[src/hdl/kct_pkg.sv]
package kct_pkg;

  // Scratch memory: 128 words of 32 bits.
  localparam int MEM_DEPTH = 128;
  localparam int MEM_AW    = 7;

  // Scratch memory map (4x4 matrices are row-major).
  localparam logic [MEM_AW-1:0] ADR_X  = 7'd0;    // state vector
  localparam logic [MEM_AW-1:0] ADR_P  = 7'd4;    // covariance
  localparam logic [MEM_AW-1:0] ADR_F  = 7'd20;   // transition matrix
  localparam logic [MEM_AW-1:0] ADR_A  = 7'd36;   // F * P
  localparam logic [MEM_AW-1:0] ADR_PP = 7'd52;   // predicted covariance
  localparam logic [MEM_AW-1:0] ADR_B  = 7'd68;   // I - K H
  localparam logic [MEM_AW-1:0] ADR_PN = 7'd84;   // corrected covariance
  localparam logic [MEM_AW-1:0] ADR_XP = 7'd100;  // predicted state
  localparam logic [MEM_AW-1:0] ADR_E  = 7'd104;  // innovation
  localparam logic [MEM_AW-1:0] ADR_S  = 7'd106;  // s00 s01 s10 s11
  localparam logic [MEM_AW-1:0] ADR_SI = 7'd110;  // inverse of S
  localparam logic [MEM_AW-1:0] ADR_K  = 7'd114;  // gain, k[i][j] at 2i+j
  localparam logic [MEM_AW-1:0] ADR_XN = 7'd122;  // corrected state

  // Configuration register indexes
  localparam logic [1:0] CFG_TIME_STEP  = 2'd0;
  localparam logic [1:0] CFG_MEAS_NOISE = 2'd1;
  localparam logic [1:0] CFG_PROC_NOISE = 2'd2;

  // Result status codes
  localparam logic [1:0] STS_OK   = 2'd0;
  localparam logic [1:0] STS_SING = 2'd1;
  localparam logic [1:0] STS_SAT  = 2'd2;

  typedef enum logic [1:0] {K_NOP, K_MAC, K_ADD, K_DIV} kind_t;

  typedef enum logic [3:0] {
    SRC_MEM, SRC_DT, SRC_R, SRC_Q, SRC_ONE, SRC_ZERO,
    SRC_PX, SRC_PY, SRC_VX, SRC_VY
  } src_t;

  typedef struct packed {
    kind_t              kind;
    src_t               src;
    logic [MEM_AW-1:0]  a_adr;
    logic [MEM_AW-1:0]  b_adr;
    logic [MEM_AW-1:0]  dst;
    logic               clr;    // start a new sum
    logic               neg;    // subtract the term
    logic               wr;     // store the saturated sum
    logic               det;    // capture the raw sum as determinant
    logic               drain;  // wait for an empty pipeline before issue
  } uop_t;

  typedef struct packed {
    logic       issue;
    uop_t       op;
    logic       latch_in;
    logic       clr_sat;
    logic       load_out;
    logic [1:0] out_status;
  } kct_cmd_t;

  typedef struct packed {
    logic busy;
    logic det_pos;
    logic sat;
  } kct_sts_t;

  typedef enum logic [1:0] {ST_IDLE, ST_SEQ, ST_CHK, ST_FIN} ctl_state_t;

  typedef enum logic [4:0] {
    PH_RSTX, PH_INITX, PH_IDP, PH_IDF, PH_DTF, PH_XP, PH_A, PH_PP, PH_Q, PH_E,
    PH_S, PH_DET, PH_INV, PH_K, PH_XN, PH_IDB, PH_BK, PH_PN, PH_CPX, PH_CPP
  } phase_t;

endpackage

[src/hdl/kct_ctrl.sv]
module kct_ctrl (
  input  logic              clk,
  input  logic              rst_n,
  input  logic              in_valid,
  input  logic              in_action,
  output logic              in_ready,
  output logic              out_valid,
  input  logic              out_ready,
  output kct_pkg::kct_cmd_t cmd,
  input  kct_pkg::kct_sts_t sts
);
  import kct_pkg::*;

  ctl_state_t state_r, state_nxt;
  phase_t     phase_r, phase_nxt, ph_next;
  logic [5:0] n_r, n_nxt;
  logic       boot_r, boot_nxt, ov_r, ov_nxt;
  logic [1:0] stat_r, stat_nxt;

  uop_t       op;
  logic       last, to_fin, to_chk;
  logic [1:0] ia, ja, ka, ib, jb;
  src_t       s_id, s_in;

  function automatic uop_t mk_op(kind_t k, src_t s, logic [MEM_AW-1:0] a,
                                 logic [MEM_AW-1:0] b, logic [MEM_AW-1:0] d,
                                 logic clr, logic neg, logic wr);
    uop_t o;
    o       = '0;
    o.kind  = k;
    o.src   = s;
    o.a_adr = a;
    o.b_adr = b;
    o.dst   = d;
    o.clr   = clr;
    o.neg   = neg;
    o.wr    = wr;
    return o;
  endfunction

  // Sequencer: one micro-op per step index of the current phase
  always_comb begin
    ia = n_r[5:4];
    ja = n_r[3:2];
    ka = n_r[1:0];
    ib = n_r[3:2];
    jb = n_r[1:0];
    s_id = (ib == jb) ? SRC_ONE : SRC_ZERO;
    case (jb)
      2'd0:    s_in = SRC_PX;
      2'd1:    s_in = SRC_VX;
      2'd2:    s_in = SRC_PY;
      default: s_in = SRC_VY;
    endcase
    op      = '0;
    last    = (n_r[3:0] == 4'd15);
    ph_next = phase_r;
    to_fin  = 1'b0;
    to_chk  = 1'b0;
    unique case (phase_r)
      PH_RSTX: begin
        op      = mk_op(K_ADD, SRC_ZERO, '0, '0, ADR_X + {5'd0, jb}, 1'b1, 1'b0, 1'b1);
        last    = (jb == 2'd3);
        ph_next = PH_IDP;
      end
      PH_INITX: begin
        op      = mk_op(K_ADD, s_in, '0, '0, ADR_X + {5'd0, jb}, 1'b1, 1'b0, 1'b1);
        last    = (jb == 2'd3);
        ph_next = PH_IDP;
      end
      PH_IDP: begin
        op     = mk_op(K_ADD, s_id, '0, '0, ADR_P + {3'd0, ib, jb}, 1'b1, 1'b0, 1'b1);
        to_fin = last;
      end
      PH_IDF: begin
        op      = mk_op(K_ADD, s_id, '0, '0, ADR_F + {3'd0, ib, jb}, 1'b1, 1'b0, 1'b1);
        ph_next = PH_DTF;
      end
      PH_DTF: begin
        // dt sits at F[0][1] and F[2][3]
        op      = mk_op(K_ADD, SRC_DT, '0, '0, n_r[0] ? ADR_F + 7'd11 : ADR_F + 7'd1,
                        1'b1, 1'b0, 1'b1);
        last    = n_r[0];
        ph_next = PH_XP;
      end
      PH_XP: begin
        op      = mk_op(K_MAC, SRC_MEM, ADR_F + {3'd0, ib, jb}, ADR_X + {5'd0, jb},
                        ADR_XP + {5'd0, ib}, jb == 2'd0, 1'b0, jb == 2'd3);
        ph_next = PH_A;
      end
      PH_A: begin
        op      = mk_op(K_MAC, SRC_MEM, ADR_F + {3'd0, ia, ka}, ADR_P + {3'd0, ka, ja},
                        ADR_A + {3'd0, ia, ja}, ka == 2'd0, 1'b0, ka == 2'd3);
        last    = (n_r == 6'd63);
        ph_next = PH_PP;
      end
      PH_PP: begin
        op      = mk_op(K_MAC, SRC_MEM, ADR_A + {3'd0, ia, ka}, ADR_F + {3'd0, ja, ka},
                        ADR_PP + {3'd0, ia, ja}, ka == 2'd0, 1'b0, ka == 2'd3);
        last    = (n_r == 6'd63);
        ph_next = PH_Q;
      end
      PH_Q: begin
        // add process noise on the diagonal
        if (!n_r[0]) begin
          op = mk_op(K_ADD, SRC_MEM, ADR_PP + {3'd0, n_r[2:1], n_r[2:1]}, '0, '0,
                     1'b1, 1'b0, 1'b0);
        end else begin
          op = mk_op(K_ADD, SRC_Q, '0, '0, ADR_PP + {3'd0, n_r[2:1], n_r[2:1]},
                     1'b0, 1'b0, 1'b1);
        end
        last    = (n_r[2:0] == 3'd7);
        ph_next = PH_E;
      end
      PH_E: begin
        if (!n_r[0]) begin
          op = mk_op(K_ADD, n_r[1] ? SRC_PY : SRC_PX, '0, '0, '0, 1'b1, 1'b0, 1'b0);
        end else begin
          op = mk_op(K_ADD, SRC_MEM, ADR_XP + {5'd0, n_r[1], 1'b0}, '0,
                     ADR_E + {6'd0, n_r[1]}, 1'b0, 1'b1, 1'b1);
        end
        last    = (n_r[1:0] == 2'd3);
        ph_next = PH_S;
      end
      PH_S: begin
        case (n_r[2:0])
          3'd0:    op = mk_op(K_ADD, SRC_MEM, ADR_PP, '0, '0, 1'b1, 1'b0, 1'b0);
          3'd1:    op = mk_op(K_ADD, SRC_R, '0, '0, ADR_S, 1'b0, 1'b0, 1'b1);
          3'd2:    op = mk_op(K_ADD, SRC_MEM, ADR_PP + 7'd2, '0, ADR_S + 7'd1,
                              1'b1, 1'b0, 1'b1);
          3'd3:    op = mk_op(K_ADD, SRC_MEM, ADR_PP + 7'd8, '0, ADR_S + 7'd2,
                              1'b1, 1'b0, 1'b1);
          3'd4:    op = mk_op(K_ADD, SRC_MEM, ADR_PP + 7'd10, '0, '0, 1'b1, 1'b0, 1'b0);
          default: op = mk_op(K_ADD, SRC_R, '0, '0, ADR_S + 7'd3, 1'b0, 1'b0, 1'b1);
        endcase
        last    = (n_r[2:0] == 3'd5);
        ph_next = PH_DET;
      end
      PH_DET: begin
        if (!n_r[0]) begin
          op = mk_op(K_MAC, SRC_MEM, ADR_S, ADR_S + 7'd3, '0, 1'b1, 1'b0, 1'b0);
        end else begin
          op     = mk_op(K_MAC, SRC_MEM, ADR_S + 7'd1, ADR_S + 7'd2, '0, 1'b0, 1'b1, 1'b0);
          op.det = 1'b1;
        end
        last   = n_r[0];
        to_chk = n_r[0];
      end
      PH_INV: begin
        // adjugate: s11, -s01, -s10, s00
        case (jb)
          2'd0:    op = mk_op(K_DIV, SRC_MEM, ADR_S + 7'd3, '0, ADR_SI, 1'b0, 1'b0, 1'b0);
          2'd1:    op = mk_op(K_DIV, SRC_MEM, ADR_S + 7'd1, '0, ADR_SI + 7'd1,
                              1'b0, 1'b1, 1'b0);
          2'd2:    op = mk_op(K_DIV, SRC_MEM, ADR_S + 7'd2, '0, ADR_SI + 7'd2,
                              1'b0, 1'b1, 1'b0);
          default: op = mk_op(K_DIV, SRC_MEM, ADR_S, '0, ADR_SI + 7'd3, 1'b0, 1'b0, 1'b0);
        endcase
        last    = (jb == 2'd3);
        ph_next = PH_K;
      end
      PH_K: begin
        op      = mk_op(K_MAC, SRC_MEM, ADR_PP + {3'd0, ib, n_r[0], 1'b0},
                        ADR_SI + {5'd0, n_r[0], n_r[1]}, ADR_K + {4'd0, ib, n_r[1]},
                        !n_r[0], 1'b0, n_r[0]);
        ph_next = PH_XN;
      end
      PH_XN: begin
        case (jb)
          2'd0:    op = mk_op(K_ADD, SRC_MEM, ADR_XP + {5'd0, ib}, '0, '0,
                              1'b1, 1'b0, 1'b0);
          2'd1:    op = mk_op(K_MAC, SRC_MEM, ADR_K + {4'd0, ib, 1'b0}, ADR_E, '0,
                              1'b0, 1'b0, 1'b0);
          2'd2:    op = mk_op(K_MAC, SRC_MEM, ADR_K + {4'd0, ib, 1'b1}, ADR_E + 7'd1,
                              ADR_XN + {5'd0, ib}, 1'b0, 1'b0, 1'b1);
          default: op = '0;
        endcase
        ph_next = PH_IDB;
      end
      PH_IDB: begin
        op      = mk_op(K_ADD, s_id, '0, '0, ADR_B + {3'd0, ib, jb}, 1'b1, 1'b0, 1'b1);
        ph_next = PH_BK;
      end
      PH_BK: begin
        if (!n_r[0]) begin
          op = mk_op(K_ADD, SRC_MEM, ADR_B + {3'd0, ib, n_r[1], 1'b0}, '0, '0,
                     1'b1, 1'b0, 1'b0);
        end else begin
          op = mk_op(K_ADD, SRC_MEM, ADR_K + {4'd0, ib, n_r[1]}, '0,
                     ADR_B + {3'd0, ib, n_r[1], 1'b0}, 1'b0, 1'b1, 1'b1);
        end
        ph_next = PH_PN;
      end
      PH_PN: begin
        op      = mk_op(K_MAC, SRC_MEM, ADR_B + {3'd0, ia, ka}, ADR_PP + {3'd0, ka, ja},
                        ADR_PN + {3'd0, ia, ja}, ka == 2'd0, 1'b0, ka == 2'd3);
        last    = (n_r == 6'd63);
        ph_next = PH_CPX;
      end
      PH_CPX: begin
        op      = mk_op(K_ADD, SRC_MEM, ADR_XN + {5'd0, jb}, '0, ADR_X + {5'd0, jb},
                        1'b1, 1'b0, 1'b1);
        last    = (jb == 2'd3);
        ph_next = PH_CPP;
      end
      PH_CPP: begin
        op     = mk_op(K_ADD, SRC_MEM, ADR_PN + {3'd0, ib, jb}, '0, ADR_P + {3'd0, ib, jb},
                       1'b1, 1'b0, 1'b1);
        to_fin = last;
      end
      default: ;
    endcase
    op.drain = (n_r == 6'd0) || (op.kind == K_DIV);
  end

  // Control state machine
  always_comb begin
    state_nxt = state_r;
    phase_nxt = phase_r;
    n_nxt     = n_r;
    boot_nxt  = boot_r;
    stat_nxt  = stat_r;
    ov_nxt    = ov_r && !out_ready;
    cmd       = '0;
    cmd.op    = op;
    cmd.out_status = (stat_r == STS_OK && sts.sat) ? STS_SAT : stat_r;
    unique case (state_r)
      ST_IDLE: begin
        if (in_valid) begin
          cmd.latch_in = 1'b1;
          cmd.clr_sat  = 1'b1;
          stat_nxt     = STS_OK;
          n_nxt        = '0;
          phase_nxt    = in_action ? PH_IDF : PH_INITX;
          state_nxt    = ST_SEQ;
        end
      end
      ST_SEQ: begin
        if (op.kind == K_NOP || !op.drain || !sts.busy) begin
          cmd.issue = (op.kind != K_NOP);
          if (last) begin
            n_nxt     = '0;
            phase_nxt = ph_next;
            if (to_fin) begin
              state_nxt = ST_FIN;
            end else if (to_chk) begin
              state_nxt = ST_CHK;
            end
          end else begin
            n_nxt = n_r + 6'd1;
          end
        end
      end
      ST_CHK: begin
        if (!sts.busy) begin
          if (sts.det_pos) begin
            phase_nxt = PH_INV;
            n_nxt     = '0;
            state_nxt = ST_SEQ;
          end else begin
            // singular: drop the update, keep the state
            stat_nxt  = STS_SING;
            state_nxt = ST_FIN;
          end
        end
      end
      ST_FIN: begin
        if (!sts.busy) begin
          if (boot_r) begin
            boot_nxt  = 1'b0;
            state_nxt = ST_IDLE;
          end else if (!ov_r || out_ready) begin
            cmd.load_out = 1'b1;
            ov_nxt       = 1'b1;
            state_nxt    = ST_IDLE;
          end
        end
      end
      default: ;
    endcase
  end

  always_ff @(posedge clk) begin
    if (!rst_n) begin
      state_r <= ST_SEQ;
      phase_r <= PH_RSTX;
      n_r     <= '0;
      boot_r  <= 1'b1;
      stat_r  <= STS_OK;
      ov_r    <= 1'b0;
    end else begin
      state_r <= state_nxt;
      phase_r <= phase_nxt;
      n_r     <= n_nxt;
      boot_r  <= boot_nxt;
      stat_r  <= stat_nxt;
      ov_r    <= ov_nxt;
    end
  end

  assign in_ready  = (state_r == ST_IDLE);
  assign out_valid = ov_r;

endmodule

[config.mk]
export PLATFORM = sky130hd
export DESIGN_NAME = kct_ctrl
export DESIGN_NICKNAME = d
export VERILOG_FILES = /design/src/hdl/kct_pkg.sv /design/src/hdl/kct_ctrl.sv
export SDC_FILE = /design/constraint.sdc
export NUM_CORES = 1
export LEC_CHECK = 0
export ABC_AREA = 1
export BUFFER_PORTS_ARGS = -buffer_cell sky130_fd_sc_hd__buf_4
export CORE_MARGIN = 2
export CORE_UTILIZATION = 58
export CTS_CLUSTER_DIAMETER = 50
export DETAILED_ROUTE_END_ITERATION = 10
export PLACE_DENSITY = 0.93
export SKIP_LAST_GASP = 1
export SYNTH_ARGS = -nofsm -noshare
export SYNTH_HDL_FRONTEND = slang
export SYNTH_SLANG_ARGS = --single-unit
[constraint.sdc]
create_clock -name clk -period 3.2 [get_ports clk]
set_input_delay 0.16 -clock clk [delete_from_list [all_inputs] [get_ports clk]]
set_output_delay 0.16 -clock clk [all_outputs]
set_load 0.02 [all_outputs]
==> run_results.csv, run 1 <==
group,metric,value,unit
drt,num_vias,3884,
sta,slew_viol_final,0,
synth,yosysWarnings,0,
global_routing,grt_max_degree,13,
drt,wl_per_cell,19.62,um
power_and_ir_drop,leakage,1.752,nW
cts,clock-sinks,16,
power_and_ir_drop,power_density,1128,nW/um^2
synth,syn_nets,517,
floorplanning,die_y,73.02,um
status,outcome,"completed",
sta,fmax,336.7,MHz
sta,hold_viol_final,0,
drt,remaining_drc_errors,0,
setup_path,cp-end-kind,"output pin",
synth,synthCells,491,
setup_path,critPathMaxStageDelay,0.62,ns
global_routing,antenna_found_initial,0,
synth,netlist_area,2763,um^2
setup_path,crit_cells,9,
synth,syn_avg_cell_area,5.627,um^2
placed_design,hpwl,8993,um
setup_path,critPathKind,"reg2out",
sta,fin_crit,2.970,ns
setup_path,r2r_slack,0.60,ns
synth,synth_compound_area_frac,0.2246,
sta,holdWs,0.1854,ns
sta,period_share,0.9281,
cts,htreeDepth,1,
setup_path,required,3.04,ns
synth,synth-xor-area-share,0.009511,
global_routing,gr-usage-all-layers,0.4392,
synth,synthSimpleGateAreaFrac,0.4393,
setup_path,startpoint_type,"register",
floorplanning,die_x,73.02,um
sta,timing.slew.headroom,0.6309,
drt,dr.first_iter.drc_count,759,
setup_path,crit_chain,"clkinvlp_4 -> ha_1 -> nor2_1 -> nor2_1 -> o31ai_1 -> nand2_1 -> nor3_1 -> o2111ai_1 -> buf_4",
cts,hold_buffers,0,
drt,totalWireLength,11590,um
setup_path,crit_path_frequent_cell,"nor2_1",
sta,setup_viol,0,
flow_run,maxCapViolations,0,
cts,cts_buffer_depth,2,
placed_design,placed_cells,587,
min_path,hp-class,"in2reg",
synth,synth_cell_types,37,
synth,seq_area_frac_synth,0.1159,
cts,cts_tree,"built",
setup_path,path_max_fanout,12,
setup_path,reg2reg_to,"n_r[4]",
drt,drt.antenna.violating_nets,0,
floorplanning,die_area,5331,um^2
layout,area_growth,17.30,%
drt,avgViaCountPerCell,6.572,
layout,antenna_cells,0,
setup_path,reg2reg_from,"n_r[1]",
min_path,whs_endpoint,"state_r[0]",
synth,synth_edf_count,0,
floorplanning,ioPinCount,48,
global_routing,grt_pass1_vias,3550,
layout,num-fill-cells,419,
global_routing,grt_overflow,0,
setup_path,cp_slowest_cell,"dfxtp_1",
floorplanning,core_area,4661,um^2
placed_design,port_buffers,47,
layout,nNetsFinal,564,
sta,fin_skew,0.003572,ns
cts,cts-root-buf,"clkbuf_8",
sta,worst_pin_slew,0.5536,ns
power_and_ir_drop,ir_drop,1.014,mV
synth,synth-seq-cells,16,
cts,insertion_delay,0.25,ns
synth,yosys_most_used_dff,"dfxtp_1",
cts,path_clk_slew,0.07,ns
min_path,min_from,"rst_n",
setup_path,worst_r2r_path_depth,13,
setup_path,path_delay_family,"simple AND/OR/NAND/NOR gates",
power_and_ir_drop,p_total,0.003654,W
layout,drive_gt1_frac,0.1918,
placed_design,place_congestion,1.101,
min_path,min_delay_path_depth,2,
sta,final.setup.tns,0,ns
drt,dr.pass1.iters,6,
floorplanning,fp-row-count,25,
setup_path,cp_data_arrival_time,2.81,ns
floorplanning,start_util,0.5928,
cts,cts_buffers,3,
synth,synth_top_family_by_area,"simple AND/OR/NAND/NOR gates",
setup_path,cp_num_buf_inv,2,
layout,final_cells,591,
synth,synthMuxAreaShare,0,
synth,synth-async-reset-ratio,0,
synth,yosys.area_share.adder,0.08152,
sta,rsz0062_at_grt,"false",
global_routing,grt_pass1_wl,18000,um
==> kinds of logic (layout without fill, tap and decap cells) <==
logic type / after synthesis / after routing
and+or+nand+nor: 262 / 262
AOI/OAI and AO/OA: 100 / 100
buffers and inverters: 92 / 138
adders and majority gates: 18 / 18
DFF: 16 / 16
xor gates and xnor gates: 3 / 3
==> sequential cells by signal, summed over array words and instances (netlist names) <==
name	flops
out_valid	1
phase_r	5
boot_r	1
n_r	6
stat_r	1
state_r	2
==> where the power goes <==
group          internal, W  total, W  switching, W
Sequential        0.000264  0.000374      0.000110
Clock             0.000109  0.000185     0.0000759
Combinational      0.00103   0.00310       0.00206
==> cell usage after synthesis, types with 2 or more instances <==
| library cell | count | share of area |
|---|---|---|
| a211oi_1 | 10 | 0.027 |
| a2111oi_0 | 3 | 0.0095 |
| o21ai_0 | 26 | 0.047 |
| buf_4 | 2 | 0.0054 |
| o211ai_1 | 2 | 0.0054 |
| xor2_1 | 3 | 0.0095 |
| nand2_2 | 5 | 0.011 |
| nand4_1 | 9 | 0.020 |
| a21oi_1 | 28 | 0.051 |
| a22oi_1 | 3 | 0.0082 |
| a221oi_1 | 2 | 0.0063 |
| nor3_1 | 14 | 0.025 |
| nor4_1 | 2 | 0.0045 |
| dfxtp_1 | 16 | 0.12 |
| o2111ai_1 | 10 | 0.032 |
| o21ai_1 | 2 | 0.0036 |
| o31ai_1 | 3 | 0.0082 |
| clkinv_1 | 2 | 0.0027 |
| inv_2 | 12 | 0.016 |
| nand2_1 | 97 | 0.13 |
| nor2_2 | 14 | 0.032 |
| nor2_1 | 77 | 0.10 |
| inv_1 | 65 | 0.088 |
| nand3_1 | 31 | 0.056 |
| nand3_2 | 8 | 0.029 |
| a31oi_1 | 3 | 0.0068 |
| clkbuf_1 | 9 | 0.012 |
| o22ai_1 | 6 | 0.014 |
| o221ai_1 | 2 | 0.0063 |
| ha_1 | 18 | 0.082 |
==> cells in the final DEF (no fill, tap or decap), drive strengths merged <==
| cell | instances |
|---|---|
| nand2 | 103 |
| nor2 | 91 |
| inv | 78 |
| buf | 54 |
| nand3 | 40 |
| a21oi | 28 |
| o21ai | 28 |
| ha | 18 |
| dfxtp | 16 |
| nor3 | 15 |
| a211oi | 10 |
| o2111ai | 10 |
| nand4 | 10 |
| o22ai | 6 |
| clkbuf | 4 |
| a2111oi | 3 |
| o31ai | 3 |
| a22oi | 3 |
| a31oi | 3 |
| xor2 | 3 |
| o221ai | 2 |
| nor4 | 2 |
| a221oi | 2 |
| o211ai | 2 |
| clkinv | 1 |
| clkinvlp | 1 |
| nand3b | 1 |
==> routing by layer <==
metal	GRT usage	up-vias	share of wire
li1	-	1734	-
met1	0.5477	1707	0.36
met2	0.6917	355	0.44
met3	0.1077	88	0.14
met4	0.2366	0	0.069
met5	0	-	0
==> how the worst max path moves through the flow <==
stage / startpoint / to / slack, ns
global route: n_r[1] / cmd[7] / 0.05
floorplan: n_r[1] / n_r[0] / 0.81
detailed placement: n_r[1] / cmd[7] / 0.54
CTS: n_r[1] / cmd[7] / 0.25
global placement: n_r[1] / cmd[7] / 0.68
finish: n_r[1] / cmd[7] / 0.23
==> metrics by stage <==
stage	cell area, um^2	util	worst slack, ns
2_1_floorplan	2763	-	0.8107
3_3_place_gp	3182	0.6827	0.6837
3_5_place_dp	3182	0.6827	0.5356
4_1_cts	3237	0.6945	0.2465
5_1_grt	3241	0.6953	0.05342
6_report	3241	0.6953	0.2300
==> area by class of cell <==
| type | count | area, um^2 | area share |
|---|---|---|---|
| inverters | 80 | 306.5 | 0.09459 |
| well taps | 54 | 67.56 | 0.02085 |
| repair buffers | 54 | 405.4 | 0.1251 |
| clock buffers | 4 | 55.05 | 0.01699 |
| multi-input cells | 383 | 2086 | 0.6436 |
| flip-flops and latches | 16 | 320.3 | 0.09884 |
==> repair_timing <==
item | 4_1_cts | 5_1_grt
resized for setup | 0 | 1
setup endpoints to repair | 0 | 2
setup buffers | 0 | 0
Power figures use the tool's default switching activity.
==> run 2, diff against run 1 <==
- CORE_UTILIZATION: 58 -> 45
- PLACE_DENSITY: 0.93 -> 0.77
==> run 2 against run 1 <==
Against the previous run:
- clock skew is 0.0049 ns higher
- critical endpoint is now cmd[13]
- worst setup slack worse by 0.17 ns
- utilization is 14 points lower
- largest cell class unchanged
- via count is 3.3% higher
- die area is 27% higher
==> run_results.csv, run 2 (synthesized netlist as in run 1, its figures left out) <==
group,metric,value,unit
setup_path,cp-end-kind,"output pin",
cts,clock-sinks,16,
sta,fmax,318.3,MHz
drt,drt.antenna.violating_nets,0,
drt,totalWireLength,12900,um
setup_path,critPathKind,"reg2out",
drt,avgViaCountPerCell,6.556,
cts,cts_buffers,3,
power_and_ir_drop,p_total,0.003770,W
layout,biggestRegsByFlops,"n_r: 6 flops, phase_r: 5 flops, state_r: 2 flops",
drt,num_vias,4012,
sta,slew_viol_final,0,
power_and_ir_drop,p_comb_frac,0.848,
power_and_ir_drop,leakage,1.755,nW
layout,final_common_cell,"nand2_1",
min_path,min_from,"rst_n",
floorplanning,ioPinCount,48,
setup_path,r2r_slack,0.58,ns
power_and_ir_drop,ir_drop,0.6698,mV
setup_path,required,3.04,ns
status,outcome,"completed",
setup_path,cp_data_arrival_time,2.98,ns
power_and_ir_drop,netSwitchingFraction,0.6272,
setup_path,reg2reg_to,"phase_r[3]",
sta,period_share,0.9818,
global_routing,antenna_found_initial,0,
global_routing,gr-usage-all-layers,0.3781,
power_and_ir_drop,clkPwrFrac,0.050,
floorplanning,start_util,0.4666,
global_routing,grt_pass1_vias,3617,
floorplanning,die_y,82.36,um
setup_path,reg2reg_from,"n_r[0]",
layout,num-fill-cells,607,
power_and_ir_drop,pwr-share-seq,0.102,
placed_design,place_congestion,1.031,
layout,regArea,321.6,um^2
cts,insertion_delay,0.26,ns
flow_run,maxCapViolations,0,
min_path,whs_endpoint,"state_r[0]",
setup_path,worst_r2r_path_depth,13,
floorplanning,core_area,5921,um^2
min_path,hp-class,"in2reg",
sta,fin_skew,0.008440,ns
min_path,min_delay_path_depth,2,
power_and_ir_drop,power_density,1153,nW/um^2
layout,largest_reg_flops,6,
cts,htreeDepth,1,
layout,drive_gt1_frac,0.1955,
cts,cts-root-buf,"clkbuf_8",
layout,antenna_cells,0,
global_routing,grt_max_degree,15,
global_routing,grt_pass1_wl,19000,um
drt,remaining_drc_errors,0,
cts,cts_tree,"built",
sta,timing.slew.headroom,0.5923,
global_routing,grt_overflow,0,
layout,nNetsFinal,564,
layout,final_cell_mix,"97 x nand2_1, 77 x nor2_1, 65 x inv_1",
drt,dr.pass1.iters,7,
placed_design,port_buffers,47,
power_and_ir_drop,p_sw,0.002364,W
cts,path_clk_slew,0.07,ns
layout,area_growth,18.39,%
floorplanning,die_area,6782,um^2
drt,dr.first_iter.drc_count,710,
sta,rsz0062_at_grt,"false",
placed_design,hpwl,9987,um
cts,cts_buffer_depth,2,
setup_path,path_max_fanout,14,
sta,fin_crit,3.142,ns
cts,postCtsSetupRepairBufs,0,
layout,top_register,"n_r",
sta,hold_viol_final,0,
layout,multi_input_area,2091,um^2
sta,final.setup.tns,0,ns
sta,setup_viol,0,
floorplanning,fp-row-count,28,
setup_path,startpoint_type,"register",
drt,wl_per_cell,21.08,um
power_and_ir_drop,internal_power,0.001406,W
floorplanning,die_x,82.36,um
sta,worst_pin_slew,0.6094,ns
run 2: worst max-delay path, cell delays in order (launching register included):
cell and delay (ns):
dfxtp_1 0.50, inv_1 0.10, buf_4 0.22, ha_1 0.33, nor2_1 0.28, nor2_1 0.12, o31ai_1 0.36, nand2_1 0.17
nor4_1 0.25, o2111ai_1 0.18, buf_4 0.19
run 2: per-layer routing:
| metal | global-route usage | part of all wire | routed length, um | vias up |
|---|---|---|---|---|
| li1 | - | - | - | 1739 |
| met5 | 0 | 0 | 0 | - |
| met1 | 0.4725 | 0.36 | 4639 | 1767 |
| met4 | 0.1950 | 0.069 | 889 | 0 |
| met2 | 0.5871 | 0.42 | 5475 | 392 |
| met3 | 0.1087 | 0.15 | 1896 | 114 |
run 2: repair_timing:
item | CTS | global route
setup endpoints to repair | 1 | 2
resized for setup | 1 | 2
hold buffers | 0 | 0
run 2: how the worst max path moves through the flow:
| stage | start | depth (start not counted) | slack, ns | endpoint |
|---|---|---|---|---|
| 2_1_floorplan | n_r[1] | 15 | 0.81 | n_r[0] |
| 4_1_cts | n_r[0] | 10 | 0.16 | cmd[7] |
| 6_report | n_r[0] | 10 | 0.06 | cmd[13] |
| 3_3_place_gp | n_r[1] | 9 | 0.23 | cmd[16] |
| 5_1_grt | n_r[0] | 10 | 0.03 | cmd[13] |
| 3_5_place_dp | n_r[1] | 9 | 0.30 | cmd[7] |
run 2: power by group through the flow:
stage | Clock [W] | Combinational, W | Sequential [W]
finish | 0.000190 | 0.00320 | 0.000384
global placement | 0 | 0.00301 | 0.000376
detailed placement | 0 | 0.00305 | 0.000382
CTS | 0.000189 | 0.00308 | 0.000377
global route | 0.000202 | 0.00338 | 0.000394
floorplan | 0 | 0.00205 | 0.000356
run 2: through the flow:
step                instance area (um^2)  std cells  utilization  worst slack, ns  hold WS, ns
global placement                    3208        608       0.5418           0.2307       0.4244
detailed placement                  3208        608       0.5418           0.2974       0.4247
floorplan                           2763        491            -           0.8107       0.3340
CTS                                 3264        612       0.5514           0.1610       0.1606
global route                        3271        612       0.5524          0.02566       0.1656
finish                              3271        612       0.5524          0.05811       0.1579
run 2: layout make-up:
cell class              instances  share of cell area
repair buffers                 54              0.1239
well taps                      75             0.02869
flip-flops and latches         16             0.09832
clock buffers                   4             0.01683
multi-input cells             383              0.6393
inverters                      80             0.09296
